<file path="src/rtl/mls_ram.sv">
module mls_ram #(
    parameter int WIDTH = 8,
    parameter int DEPTH = 32
) (
    input  logic                     i_clk,
    input  logic                     i_we,
    input  logic [$clog2(DEPTH)-1:0] i_waddr,
    input  logic [WIDTH-1:0]         i_wdata,
    input  logic [$clog2(DEPTH)-1:0] i_raddr,
    output logic [WIDTH-1:0]         o_rdata
);

    logic [WIDTH-1:0] r_mem [DEPTH];
    logic [WIDTH-1:0] r_rdata;

    always_ff @(posedge i_clk) begin
        if (i_we) begin
            r_mem[i_waddr] <= i_wdata;
        end
        r_rdata <= r_mem[i_raddr];
    end

    assign o_rdata = r_rdata;

endmodule

</file>
<file path="config.mk">
export PLATFORM = sky130hd
export DESIGN_NAME = mls_ram
export DESIGN_NICKNAME = d
export VERILOG_FILES = /design/src/rtl/mls_ram.sv
export SDC_FILE = /design/constraint.sdc
export NUM_CORES = 1
export LEC_CHECK = 0
export ABC_AREA = 1
export BUFFER_PORTS_ARGS = -buffer_cell sky130_fd_sc_hd__clkbuf_2
export CORE_ASPECT_RATIO = 1.4
export CORE_MARGIN = 4
export CORE_UTILIZATION = 25
export CTS_BUF_LIST = sky130_fd_sc_hd__clkbuf_4
export CTS_CLUSTER_DIAMETER = 80
export DETAILED_ROUTE_END_ITERATION = 6
export HOLD_SLACK_MARGIN = 0.12
export PLACE_DENSITY = 0.38
export SLEW_MARGIN = 20
export SYNTH_ARGS = -nofsm -noshare
export SYNTH_HDL_FRONTEND = slang
export SYNTH_SLANG_ARGS = --single-unit
export TNS_END_PERCENT = 20
</file>
<file path="constraint.sdc">
create_clock -name i_clk -period 1.4 [get_ports i_clk]
set_input_delay 0 -clock i_clk [delete_from_list [all_inputs] [get_ports i_clk]]
set_output_delay 0 -clock i_clk [all_outputs]
set_load 0.005 [all_outputs]
</file>
; ---- Word level (Yosys, flattened, before mapping)
; Memories as Yosys holds them, arrays and structs flattened. A register that Yosys moved wholly into a read port is not among the register bits.
; Index checks and enable logic that the tools add are counted.
[totals]
register_bits = 0
latch_bits = 0
mem_bits_rw = 256
rom_bits = 0
input_bits = 20
out_inout_bits = 8
elab_cells = 3
n_memories = 1
[memory_table]
columns = name, words, width, read_ports, rd_clocked_by_memory_dff, wr, line
row1 = r_mem, 32, 8, 1, 1, 1, 13  ; logic [WIDTH-1:0] r_mem [DEPTH];
[classes]
addsub = 0
n_mul = 0
div = 0
n_lt_le_gt_ge = 0
eq_ne = 0
shifts = 0
n_mux = 2
bitwise = 0
reduce_logical = 0
[op_table]
columns = cell, n
row1 = $mux 1, 2

; ---- Logic depth before layout (Yosys ltp)
[depth]
depth_word = 2
depth_mapped = 11
depth_no_buf = 9

; ---- Worst setup path after synthesis
; No wires, ideal clock.
[synth_path]
path_kind = input to register
startpoint = input i_waddr[0]
endpoint = memory r_mem[0][0], enable pin
setup_time_ns = 0.370
arrival_ns = 0.664
required_time_ns = 1.030
path_slack_ns = 0.366
cell_stages = 3
n_path_buf = 0
path_cell_list = inv_1 nand3_1 nor2_1
[synth_lines]
columns = element, line
row1 = start: declaration, 7  ; input logic [$clog2(DEPTH)-1:0] i_waddr,
row2 = end: declaration, 13
; Straight into the memory's write port.

; ---- Worst setup path in the final report
[layout_path]
startpoint = input i_we
endpoint = memory r_mem[3][7], enable pin
[layout_via]
elab_chain_cells = 2
[layout_lines]
columns = element, line
row1 = start: declaration, 6  ; input logic i_we,
row2 = $mux 1, 17  ; if (i_we) begin
row3 = $mux 1 (not written as such), 18  ; r_mem[i_waddr] <= i_wdata;
; No other way between the ends.

==> reports/results.ini <==
[run_status]
outcome=finished, final reports clean

[clocking]
path_clk_slew_ns=0.07
cts_buffer_depth=3
cts-buffers-inserted=69
post-cts-setup-buffers=0
cts_sinks=264
root_buffer=clkbuf_4
clk-insertion-delay-late_ns=0.72
h-tree-depth=3
cts_tree=done

[global_route]
grt_pass1_vias=7478
grt_max_degree=49
grt_first_pass_wirelength_microns=48200
grt_overflow=0
grtUsageTotal_pct=14.1
antenna_found_initial=1

[synthesis]
yosysTopAreaCellShare_pct=71.3
synth_edf_count=256
synthCells=922
synth_common_cells=nand2_1, edfxtp_1, nand3_1
synth_most_common_cell=nand2_1
yosysSeqAreaShare_pct=72.8
synth_nets=942
synthFlopType=edfxtp_1
synthTopCellsByArea=edfxtp_1, nand2_1, nand3_1
netlist_area_sq_um=10800
async_reset_ff_share_pct=0
ys_types=12
synth_area_per_cell_sq_um=11.7
yosys.area.top_type=edfxtp_1
yosysWarnings=0
ys_ff_latch=264

[drt]
dr.pass1.iters=5
via_per_inst=4.36
ant_nets=0
initialDrtViolationCount=460
vias=7243
wl_per_cell_microns=19.4
totalWireLength_microns=32200
drcViolationCount=0

[sta]
worstMarginPinSlew_ns=0.603
layout_min_cycle_time_ns=1.37
fin_skew_ns=0.0212
hold_viol_final=0
slew_violations=0
whs_ns=0.258
fmax_mhz=729
rsz0062_at_grt=yes
fin_crit_sh_pct=98.0
slew_headroom_pct=59.8
setup_viol=0

[power_and_ir_drop]
total_power_uw=16600
p_leak_uw=0.00493
vdd_ir_drop_max_mv=0.345
power_density_nw_per_um2=1270

[setup_path]
crit_type=in -> reg
cp.required_ns=1.82
worst-path-max-fanout=8
start_kind=primary input
crit_arrival_ns=1.79
end_kind=flop

[floorplan]
die_h_microns=254
core_sq_um=42400
floorplan.initialDensity_pct=25.4
rows=89
die_x_microns=184
die_area_sq_um=46600
pin_count=28

[place]
place.gp.congestion=0.795
hpwl_microns=19700
io_buffers=27

[flow_run]
drv_cap=0

[cells_and_area]
nNetsFinal=1082
syn_to_final_growth_pct=21.0
drive_above_1_share_pct=18.6

[min_path]
min_path_type=in -> reg

[registers in the layout (all words and copies together) (netlist names)]
name,count
r_mem,256
o_rdata,8
[through the flow]
step           setup slack, ns  instance area, sq um  TNS [ns]  cells  util (%)
2_1_floorplan            0.366                 10800         0    922         -
3_3_place_gp           0.00979                 11900         0   1514      28.2
3_5_place_dp           0.00135                 11900         0   1514      28.2
4_1_cts                 0.0497                 13000         0   1661      30.7
5_1_grt                -0.0290                 13100    -0.675   1662      30.8
6_report                0.0281                 13100         0   1662      30.8
[cell usage in the layout, fill, tap and decap left out, types with 17 or more instances in the layout]
cell | netlist | routed
nor2_1 | 32 | 30
nand2_1 | 360 | 360
clkbuf_4 | 0 | 98
edfxtp_1 | 256 | 256
clkinv_1 | 0 | 19
nand3_1 | 204 | 204
buf_4 | 4 | 46
dlygate4sd3_1 | 0 | 23
clkbuf_2 | 0 | 26
buf_12 | 0 | 17
[layer usage]
metal / vias to the layer above / track usage (%) / wire (microns)
met5: - / 0 / 0
met4: 0 / 5.90 / 843
met3: 51 / 2.61 / 1190
met2: 149 / 25.0 / 16900
met1: 3512 / 16.7 / 13300
li1: 3531 / - / -
[final cells by class]
class | instances | area [sq um]
diodes | 1 | 2.50
clock buffers | 98 | 736
clock inverters | 26 | 100
fillers | 4351 | 29400
inverters | 10 | 40.0
multi-input cells | 596 | 2500
flip-flops and latches | 264 | 7850
well taps | 546 | 683
repair buffers | 121 | 1150
[worst paths after layout]
check,slack [ns],from,to,cells after the start
max,0.03,i_we,r_mem[3][7],7
min reg2reg,0.79,r_mem[18][7],o_rdata[7],8
min,0.26,i_wdata[0],r_mem[14][0],3
max reg2reg,0.18,r_mem[3][5],o_rdata[5],8
[report_power, final]
group	switching (uW)	internal [uW]	total [uW]
Sequential	37.6	8780	8810
Combinational	864	423	1290
Clock	3210	3240	6450
Total	4110	12400	16600
[worst max-delay path, cell delays in order]
cell,delay (ns)
dlygate4sd3_1,0.52
clkbuf_2,0.13
nand3_1,0.09
dlygate4sd3_1,0.57
buf_6,0.17
nor2_1,0.14
buf_6,0.17
[repair_timing]
item	in CTS	in global routing
endpoints found under the setup margin	0	99
resized for setup	0	11
endpoints found under the hold margin	520	0
hold buffers	23	0
[cells by family (layout without fill, tap and decap cells)]
kind of cell           count (synthesis)  after routing  share of synthesized area, %
buffers and inverters                 62            255                          4.14
and+or+nand+nor                      596            596                          23.1
DFF                                  264            264                          72.8
other                                  0              1                             0
(Power assumes the default switching activity.)
