$ cat src/rtl/mls_setmod.sv
module mls_setmod #(
    parameter int SETS = 1024
) (
    input  logic                    i_clk,
    input  logic                    i_rst_n,
    input  logic                    i_start,
    input  logic [31:0]             i_crc,
    output logic                    o_busy,
    output logic [$clog2(SETS)-1:0] o_set
);

    localparam int SET_W = $clog2(SETS);
    localparam int SHIFT = 32 + SET_W;
    localparam logic [63:0] RECIP_WIDE = (64'd1 << SHIFT) / 64'(SETS);
    localparam logic [32:0] RECIP      = RECIP_WIDE[32:0];
    localparam logic [SET_W:0] SETS_LOW = (SET_W + 1)'(SETS);

    logic [31:0]      r_x, n_x;
    logic [SET_W:0]   r_quot, n_quot;
    logic [SET_W:0]   r_raw, n_raw;
    logic             r_step, n_step;
    logic             r_busy, n_busy;
    logic [64:0]      prod;
    logic [SET_W:0]   qs_low;

    // Reciprocal multiplication: the estimated quotient is at most one low,
    // so the raw remainder is below twice the set count and one compare and
    // subtract on the output finishes it. Only the low bits of the quotient
    // times the set count matter for the remainder.
    always_comb begin
        n_x    = r_x;
        n_quot = r_quot;
        n_raw  = r_raw;
        n_step = r_step;
        n_busy = r_busy;
        prod   = 65'(r_x) * 65'(RECIP);
        qs_low = r_quot * SETS_LOW;
        if (i_start) begin
            n_x    = i_crc;
            n_step = 1'b0;
            n_busy = 1'b1;
        end else if (r_busy) begin
            if (!r_step) begin
                n_quot = prod[SHIFT +: SET_W + 1];
                n_step = 1'b1;
            end else begin
                n_raw  = r_x[SET_W:0] - qs_low;
                n_busy = 1'b0;
            end
        end
    end

    always_ff @(posedge i_clk) begin
        if (!i_rst_n) begin
            r_busy <= 1'b0;
            r_step <= 1'b0;
        end else begin
            r_busy <= n_busy;
            r_step <= n_step;
        end
        r_x    <= n_x;
        r_quot <= n_quot;
        r_raw  <= n_raw;
    end

    assign o_busy = r_busy;
    assign o_set  = (r_raw >= SETS_LOW) ? SET_W'(r_raw - SETS_LOW) : r_raw[SET_W-1:0];

endmodule

$ cat config.mk
export PLATFORM = sky130hd
export DESIGN_NAME = mls_setmod
export DESIGN_NICKNAME = d
export VERILOG_FILES = /design/src/rtl/mls_setmod.sv
export SDC_FILE = /design/constraint.sdc
export NUM_CORES = 1
export LEC_CHECK = 0
export BUFFER_PORTS_ARGS = -buffer_cell sky130_fd_sc_hd__buf_2
export CAP_MARGIN = 20
export CORE_ASPECT_RATIO = 0.6
export CORE_UTILIZATION = 30
export CTS_CLUSTER_SIZE = 16
export DETAILED_ROUTE_END_ITERATION = 12
export PLACE_DENSITY = 0.65
export SETUP_SLACK_MARGIN = 0.3
export SLEW_MARGIN = 20
export SYNTH_ARGS = -nofsm -noshare
export SYNTH_HDL_FRONTEND = slang
export SYNTH_SLANG_ARGS = --single-unit
$ cat constraint.sdc
create_clock -name i_clk -period 1.3 [get_ports i_clk]
set_input_delay 0.13 -clock i_clk [delete_from_list [all_inputs] [get_ports i_clk]]
set_output_delay 0.13 -clock i_clk [all_outputs]
set_load 0.02 [all_outputs]
* After elaboration in Yosys (flattened, before gate mapping)
Cells that the tools add are included.
** Cells by class
- Reduce and logical (&&, ||, !) cells :: 3
- Equality and inequality tests :: 0
- Add/sub/neg operators :: 2
- Multiply operators :: 0
- Muxes and demuxes :: 4
- Divide/modulo/power cells :: 0
- Bitwise operators :: 3
- Shifts and indexed selects :: 0
- Order comparisons :: 1
** Operators by type and width (number)
- 11-bit >= comparator, second input constant :: 1
- 11-bit subtractor :: 1
- 10-bit two-way mux :: 1
- 10-bit by 1-bit subtractor with 10-bit output, second input constant :: 1
- 3-bit AND reduction :: 2
- 1-bit two-way mux :: 3
- 1-bit inverter :: 3
- 2-bit OR reduction :: 1
** Word-level totals
- Bits in latches :: 0
- Bits in writable memories :: 0
- Memories kept :: 0
- Register bits after elaboration :: 25
- Bits in read-only memories :: 0

* Depth between registers and ports, before layout
Gate-level depths: netlist of run 1.
- Word-level depth :: 3
- Depth in mapped cells :: 2

* Worst setup path after synthesis of run 1
No wires, ideal clock.
- Kind :: reg-to-reg
- From :: register r_busy (netlist: o_busy)
- To :: register r_raw[0], enable pin
- Library setup time :: 0.377 ns
- Required time :: 0.923 ns
- Stages on the path, launching flop included :: 3
- Clock period less this slack :: 1.360 ns
- Slack :: -0.060 ns
- Arrival :: 0.984 ns
- Path buffers :: 0
- Cell sequence :: dfxtp_1 nand2_1 nor2_1
** Between the ends
- Word-level cells in the longest chain between the ends :: 1
** Ends and longest elaborated chain
- start: declaration :: line 22 : logic r_busy, n_busy;
- start signal: assignment :: line 58 : r_busy <= n_busy;
- 3-bit AND reduction (no line)
- end signal: assignment :: line 63 : r_raw <= n_raw;
- end: declaration :: line 20 : logic [SET_W:0] r_raw, n_raw;
Every way passes these cells.
A chain may end at the register's enable or synchronous reset.

* Worst setup path in the final report of run 1
- From :: register r_busy (netlist: o_busy)
- To :: register r_raw[4], enable pin
Same word-level chain as after synthesis.

==> flow_metrics.tcl, run 1 <==
set metrics [dict create \
    max_stage_delay_ns 0.36 \
    core_area_sq_um 1980 \
    r2r_slack_ns 0.35 \
    min_from "i_crc[9]" \
    finalNonFillerCells 84 \
    fin_nets 92 \
    max-slew-margin-rel 0.766 \
    tightest_slew_ns 0.351 \
    drive_gt1_frac 0.571 \
    hold_path_class "in -> reg" \
    cp-start-kind "flop" \
    rr_startpoint "o_busy$_SDFF_PN0_" \
    ys_top_cells_by_area "edfxtp_1, dfxtp_1, nor3b_2, nor2_1, o21a_1" \
    cp.arrival_ns 0.90 \
    grt_pass1_wl_mm 1.09 \
    grt_usage 0.0669 \
    vdd_drop_max_uv 845 \
    crit_path_cell_trace "nand2_2 > nor2_4" \
    avgViaCountPerCell 3.79 \
    setup_viol 0 \
    cts_setup_buffers 0 \
    dp_cells 79 \
    drc 0 \
    setup_ws_ns 0.352 \
    port_buffers 23 \
    p_leak_uw 0.000333 \
    avgSynthCellArea_sq_um 24.2 \
    critPathKind "reg -> reg" \
    period_minus_slack_ns 0.948 \
    yosysWarningCount 0 \
    crit_required_ns 1.25 \
    fmax_mhz 1050 \
    syn_inst 28 \
    holdWs_ns 0.0514 \
    dieArea_sq_um 2460 \
    initial_core_util 0.342 \
    syn_nets 63 \
    gp_congestion 0.583 \
    rows 12 \
    first_iter_violations 1 \
    finClkSkew_ns 0.00265 \
    clock-sinks 22 \
    synth_top_area_share 0.886 \
    syn2layout_area_growth_pct 32.7 \
    synth.largest_area_cell "edfxtp_1" \
    diodes 0 \
    ant_nets 0 \
    cap_viol_max_count 0 \
    grt-ovfl-total 0 \
    routed_wl_um 745 \
    grt_start_max_net_pins 14 \
    clk_latency_ns 0.25 \
    drv_slew 0 \
    synthesis.area_sq_um 678 \
    setup_tns_ns 0 \
    pre_cts_ws_ns 0.286 \
    critPathMaxFanout 5 \
    status "completed" \
    numCtsBuffers 3 \
    whs_path_depth 1 \
    htreeDepth 1 \
    finalHoldViolations 0 \
    first_pass_iters 4 \
    rsz0062_at_grt "false" \
    hpwl_um 523 \
    p_per_area_nw_per_um2 1400 \
    chipWidth_um 63.4 \
    vias 318 \
    cts_buffer_depth 2 \
    crit_path_top_delay_cell "dfxtp_4" \
    post-route-period-util 0.730 \
    synth_seq_cells 22 \
    antenna_found_initial 0 \
    dieHeight_um 38.8 \
    ctsHoldBuffers 0 \
    wl_per_cell_um 8.87 \
    critical_path.endpoint_type "flop" \
    ys_seq_area_frac 0.945 \
    clk_pin_slew_ns 0.07 \
    r2r-end "r_raw[4]$_DFFE_PP_" \
    min_to "r_x[9]$_DFFE_PP_" \
    synth_cell_types 7 \
    r2r_cells 2 \
    num_io_pins 46 \
    grt_pass1_vias 263 \
    tritoncts "yes" \
    root_buffer "clkbuf_8" \
]
worst max-delay path, delay by kind of cell, from the launching register on:
| family | cells | cell delay [ns] |
|---|---|---|
| simple gates | 2 | 0.29 |
| flops | 1 | 0.36 |
placed cells by master (no fill, tap or decap):
cell,synthesis,routed
nor2b_1,1,1
o21a_1,1,1
nor2_4,0,2
clkbuf_1,0,1
dfxtp_2,0,1
nor3b_2,1,1
clkbuf_8,0,3
nor2_1,2,1
nand2_2,0,1
edfxtp_1,20,20
buf_2,0,23
dfxtp_4,0,1
stage by stage:
stage / instance area [sq um] / utilization / total power, uW
CTS: 887 / 0.448 / 1270
detailed placement: 842 / 0.425 / 876
floorplan: 692 / - / 845
finish: 900 / 0.454 / 1260
global placement: 842 / 0.425 / 875
global route: 900 / 0.454 / 1310
worst max-delay path by stage:
stage	startpoint	to	slack, ns	cells past startpoint
after floorplan	o_busy$_SDFF_PN0_	r_raw[0]$_DFFE_PP_	0.31	2
after global placement	r_step$_SDFFE_PP0P_	r_raw[9]$_DFFE_PP_	0.29	2
after detailed placement	r_step$_SDFFE_PP0P_	r_raw[9]$_DFFE_PP_	0.29	2
after CTS	r_step$_SDFFE_PP0P_	r_raw[0]$_DFFE_PP_	0.30	2
after global routing	o_busy$_SDFF_PN0_	r_raw[4]$_DFFE_PP_	0.31	2
final	o_busy$_SDFF_PN0_	r_raw[4]$_DFFE_PP_	0.35	2
cell usage after synthesis (all sizes together):
| cell | count |
|---|---|
| o21a | 1 |
| nor2b | 1 |
| dfxtp | 2 |
| edfxtp | 20 |
| nor2 | 2 |
| nand2 | 1 |
| nor3b | 1 |
final cells by class:
cell class | instances | area [sq um]
multi-input cells | 7 | 58.8
repair buffers | 23 | 115
well taps | 28 | 35.0
fillers | 187 | 1080
clock buffers | 4 | 45.0
flip-flops and latches | 22 | 646
sequential cells by signal (all words and copies together), names as in the netlist:
register,count
r_step,1
r_x,10
o_busy,1
r_raw,10
routing by layer:
| metal | wire length (um) | GRT usage |
|---|---|---|
| met1 | 351 | 0.0658 |
| met2 | 328 | 0.112 |
| met3 | 65 | 0.0529 |
| met4 | 0 | 0.0170 |
| met5 | 0 | 0 |
report_power, final:
group	internal (uW)	switching [uW]
combinational	20.8	25.4
sequential	808	8.51
clock	217	176
logic make-up after synthesis:
family | count (synthesis) | synth area share
flops | 22 | 0.945
simple gates | 5 | 0.0443
compound gates | 1 | 0.0111
what timing repair did:
item	4_1_cts	5_1_grt
endpoints found under the hold margin	0	0
pin swaps	1	1
gates cloned	0	1
resized for setup	0	2
setup endpoints to repair	10	10
Note: power is estimated with default switching activity, not from simulation.
==> inputs of run 2 (changes only) <==
==> constraint.sdc (replaced) <==
create_clock -name i_clk -period 0.9 [get_ports i_clk]
set_input_delay 0.09 -clock i_clk [delete_from_list [all_inputs] [get_ports i_clk]]
set_output_delay 0.09 -clock i_clk [all_outputs]
set_load 0.02 [all_outputs]
==> run 2 against run 1 <==
  * The flow now finishes with violations (setup timing)
  * Clock power rose by 72%
  * Power rose by 56%
  * Maximum frequency rose by 0.72%
  * Clock-buffer cell count did not move
  * Sequential share of layout area fell by 9.2 points
  * Critical path depth rose by 1
  * Clock skew fell by 0.00068 ns
  * Critical path type unchanged
==> flow_metrics.tcl, run 2 (synthesis results as in run 1) <==
set metrics [dict create \
    fin_total_pwr_uw 1960 \
    period_minus_slack_ns 0.942 \
    p_sw_frac 0.177 \
    power_frac_comb 0.053 \
    post-route-period-util 1.05 \
    port_buffers 23 \
    initial_core_util 0.342 \
    clock-sinks 22 \
    core_area_sq_um 1980 \
    routed_wl_um 959 \
    dieHeight_um 38.8 \
    dpl-instance-area_sq_um 885 \
    gp_congestion 0.631 \
    wl_per_cell_um 10.9 \
    grt_pass1_vias 316 \
    setup_ws_ns -0.0416 \
    drive_gt1_frac 0.633 \
    p_leak_uw 0.000393 \
    drc 0 \
    cap_viol_max_count 0 \
    failed_checks "setup timing" \
    fin_nets 96 \
    top_regs "r_raw (10), r_x (10)" \
    max_stage_delay_ns 0.35 \
    finalHoldViolations 0 \
    cts_buffer_depth 2 \
    final_cell_area_sq_um 1030 \
    critPathKind "reg -> reg" \
    rsz0062_at_grt "true" \
    critical_path.endpoint_type "flop" \
    seqPwrFrac 0.602 \
    clk_pin_slew_ns 0.07 \
    crit_path_top_delay_cell "dfxtp_4" \
    cp-start-kind "flop" \
    grt_start_max_net_pins 13 \
    syn2layout_area_growth_pct 52.2 \
    hold_path_class "in -> reg" \
    root_buffer "clkbuf_8" \
    htreeDepth 1 \
    p_per_area_nw_per_um2 1900 \
    finClkSkew_ns 0.00197 \
    cp.arrival_ns 0.92 \
    setup_tns_ns -0.424 \
    first_iter_violations 8 \
    crit_required_ns 0.88 \
    fmax_mhz 1060 \
    grt_usage 0.0922 \
    crit_path_cell_trace "nand2_2 > nor2_4 > buf_12" \
    first_pass_iters 3 \
    final_cell_mix "edfxtp_1, buf_6, buf_2" \
    tritoncts "yes" \
    num_io_pins 46 \
    numCtsBuffers 3 \
    grt_pass1_wl_mm 1.50 \
    setup_viol 11 \
    clk_latency_ns 0.25 \
    vias 340 \
    max-slew-margin-rel 0.897 \
    dieArea_sq_um 2460 \
    drv_slew 0 \
    mostFrequentLayoutCell "edfxtp_1" \
    ant_nets 0 \
    grt-ovfl-total 0 \
    vdd_drop_max_uv 1380 \
    power.share.clock 0.345 \
    switchingPower_uw 347 \
    tightest_slew_ns 0.154 \
    antenna_found_initial 0 \
    diodes 0 \
    chipWidth_um 63.4 \
    critPathMaxFanout 10 \
    internal-power_uw 1610 \
    avgViaCountPerCell 3.86 \
    status "finished, violations left" \
    rows 12 \
]
-- run 2: power by group through the flow --
| stage | combinational, uW | clock [uW] | sequential [uW] |
|---|---|---|---|
| after floorplan | 12.4 | 0 | 1210 |
| after global placement | 78.2 | 0 | 1200 |
| after detailed placement | 80.5 | 0 | 1200 |
| after CTS | 96.1 | 700 | 1180 |
| after global routing | 114 | 757 | 1180 |
| final | 104 | 677 | 1180 |
-- run 2: worst paths after layout --
kind / from / end / slack, ns / cells after the start
max: o_busy$_SDFF_PN0_ / r_raw[1]$_DFFE_PP_ / -0.04 / 3
min reg2reg: r_x[9]$_DFFE_PP_ / r_raw[9]$_DFFE_PP_ / 0.42 / 0
max reg2reg: o_busy$_SDFF_PN0_ / r_raw[1]$_DFFE_PP_ / -0.04 / 3
min: i_crc[5] / r_x[5]$_DFFE_PP_ / 0.005 / 1
-- run 2: area by class of cell --
class                   instances  area [sq um]
fillers                       179           950
flip-flops and latches         22           646
repair buffers                 28           241
multi-input cells               6          55.1
clock buffers                   4          55.1
well taps                      28          35.0
-- run 2: layer usage --
metal / vias up / part of all wire / GRT usage
met2: 16 / 0.56 / 0.162
met1: 155 / 0.36 / 0.0938
met4: 0 / 0 / 0.0341
li1: 169 / - / -
met5: - / 0 / 0
met3: 0 / 0.081 / 0.0529
-- run 2: what timing repair did --
action                     in CTS  in global routing
setup endpoints to repair      33                 33
buffers inserted                0                  1
hold endpoints to repair        4                  4
pin swaps                       0                  2
gates resized for setup        26                  1
cloned                          0                  0
-- run 2: critical path, delay by kind of cell, from the launching register on --
kind	cells	cell delay (ns)
AND/OR/NAND/NOR	2	0.18
buffers and inverters	1	0.13
flip-flops	1	0.35
-- run 2: metrics by stage --
stage          hold WS [ns]   util  setup WS, ns  instances
6_report            0.00458  0.521       -0.0416         88
5_1_grt             -0.0184  0.521       -0.0725         88
4_1_cts            -0.00312  0.515       -0.0456         87
3_5_place_dp          0.268  0.446       -0.0493         83
3_3_place_gp          0.268  0.446       -0.0384         83
2_1_floorplan         0.160      -       -0.0804         28
==> inputs of run 3 (changes only) <==
--- a/config.mk
+++ b/config.mk
@@ -11,7 +11,7 @@
 export CORE_UTILIZATION = 30
 export CTS_CLUSTER_SIZE = 16
 export DETAILED_ROUTE_END_ITERATION = 12
-export PLACE_DENSITY = 0.65
+export PLACE_DENSITY = 0.67
 export SETUP_SLACK_MARGIN = 0.3
 export SLEW_MARGIN = 20
 export SYNTH_ARGS = -nofsm -noshare
==> constraint.sdc (replaced) <==
create_clock -name i_clk -period 0.8 [get_ports i_clk]
set_input_delay 0.08 -clock i_clk [delete_from_list [all_inputs] [get_ports i_clk]]
set_output_delay 0.08 -clock i_clk [all_outputs]
set_load 0.02 [all_outputs]
==> run 3 against run 2 <==
  * The flow finishes with violations (hold timing, setup timing)
  * Global-route usage shrank 0.69 points
  * Flip-flop and latch count unchanged
  * Cell area is 0.61% higher
  * Routed wire length is 0.63% lower
  * Critical path type unchanged
==> flow_metrics.tcl, run 3 (synthesis results as in run 1) <==
set metrics [dict create \
    routed_wl_um 953 \
    p_leak_uw 0.000401 \
    grt_usage 0.0852 \
    critPathMaxFanout 9 \
    finalHoldViolations 10 \
    setup_tns_ns -2.14 \
    setup_ws_ns -0.138 \
    tightest_slew_ns 0.153 \
    chipWidth_um 63.4 \
    core_area_sq_um 1980 \
    finClkSkew_ns 0.00611 \
    num_io_pins 46 \
    p_sw_frac 0.167 \
    p_per_area_nw_per_um2 2360 \
    first_pass_iters 2 \
    grt_pass1_vias 324 \
    drc 0 \
    htreeDepth 1 \
    clock-sinks 22 \
    status "finished, violations left" \
    gp_congestion 0.590 \
    max-slew-margin-rel 0.898 \
    final_cell_area_sq_um 1040 \
    cp-start-kind "flop" \
    dpl-instance-area_sq_um 865 \
    root_buffer "clkbuf_8" \
    diodes 0 \
    antenna_found_initial 0 \
    critPathKind "reg -> reg" \
    period_minus_slack_ns 0.938 \
    drv_slew 0 \
    critical_path.endpoint_type "flop" \
    switchingPower_uw 409 \
    seqPwrFrac 0.541 \
    grtUsageMet3 0.0441 \
    ant_nets 0 \
    wl_per_cell_um 10.7 \
    cap_viol_max_count 0 \
    pre_cts_ws_ns -0.219 \
    drive_gt1_frac 0.656 \
    rows 12 \
    hold_path_class "in -> reg" \
    fmax_mhz 1070 \
    dieHeight_um 38.8 \
    cp.arrival_ns 0.92 \
    grt_pass1_wl_mm 1.39 \
    failed_checks "hold timing, setup timing" \
    grt-ovfl-total 0 \
    busiest_layer "met2" \
    top_regs "r_raw (10), r_x (10)" \
    rsz0062_at_grt "true" \
    first_iter_violations 1 \
    mostFrequentLayoutCell "edfxtp_1" \
    holdWs_ns -0.0122 \
    num-fill-cells 172 \
    initial_core_util 0.342 \
    grt_start_max_net_pins 14 \
    fin_total_pwr_uw 2460 \
    grt_use_met1 0.0748 \
    power.share.clock 0.412 \
    post-route-period-util 1.17 \
    numCtsBuffers 3 \
    syn2layout_area_growth_pct 53.1 \
    power_frac_comb 0.047 \
    port_buffers 23 \
    crit_required_ns 0.78 \
    final_cell_mix "edfxtp_1, buf_2, buf_6" \
    use_met2 0.146 \
    internal-power_uw 2050 \
    vdd_drop_max_uv 1040 \
    tritoncts "yes" \
    clk_pin_slew_ns 0.08 \
    cts_buffer_depth 2 \
    vias 347 \
    setup_viol 22 \
    clk_latency_ns 0.26 \
    dieArea_sq_um 2460 \
    fin_nets 97 \
    avgViaCountPerCell 3.90 \
]
[run 3: through the flow]
stage	hold slack [ns]	std cells	util
CTS	-0.0140	89	0.500
global route	-0.0265	89	0.524
floorplan	0.150	28	-
detailed placement	0.258	82	0.436
global placement	0.259	82	0.436
finish	-0.0122	89	0.524
[run 3: repair_timing]
item | in CTS | in global routing
pin swaps | 1 | 2
buffers inserted | 3 | 0
setup endpoints to repair | 33 | 33
resized for setup | 7 | 14
endpoints found under the hold margin | 9 | 10
[run 3: layout make-up]
class                           count  area (sq um)  area share
Sequential cell                    22           646       0.622
Timing Repair Buffer               29           224       0.216
Multi-Input combinational cell      6          62.6      0.0602
Clock buffer                        3          41.3      0.0398
Tap cell                           28          35.0      0.0337
Clock inverter                      1          30.0      0.0289
[run 3: routing by layer]
| layer | share of wire | wire, um |
|---|---|---|
| met1 | 0.38 | 365 |
| met2 | 0.52 | 492 |
| met3 | 0.079 | 75 |
| met4 | 0.021 | 20 |
| met5 | 0 | 0 |
[run 3: path summary, 6_finish.rpt]
path / from / end / slack [ns] / cells after the start
hold reg to reg: r_x[1]$_DFFE_PP_ / r_raw[1]$_DFFE_PP_ / 0.41 / 0
hold / removal: i_crc[2] / r_x[2]$_DFFE_PP_ / -0.01 / 1
setup reg to reg: o_busy$_SDFF_PN0_ / r_raw[7]$_DFFE_PP_ / -0.14 / 3
setup / recovery: o_busy$_SDFF_PN0_ / r_raw[7]$_DFFE_PP_ / -0.14 / 3
[run 3: power groups by stage]
stage                     clock, uW  sequential (uW)  combinational, uW
after floorplan                   0             1360               14.0
after global placement            0             1350               86.2
after detailed placement          0             1350               86.7
after CTS                      1020             1330                104
after global routing           1070             1330                123
final                          1010             1330                116
[run 3: worst max-delay path: stages (launching register included)]
cell     delay, ns
dfxtp_4       0.36
nand2_2       0.06
nor2_4        0.11
buf_12        0.14
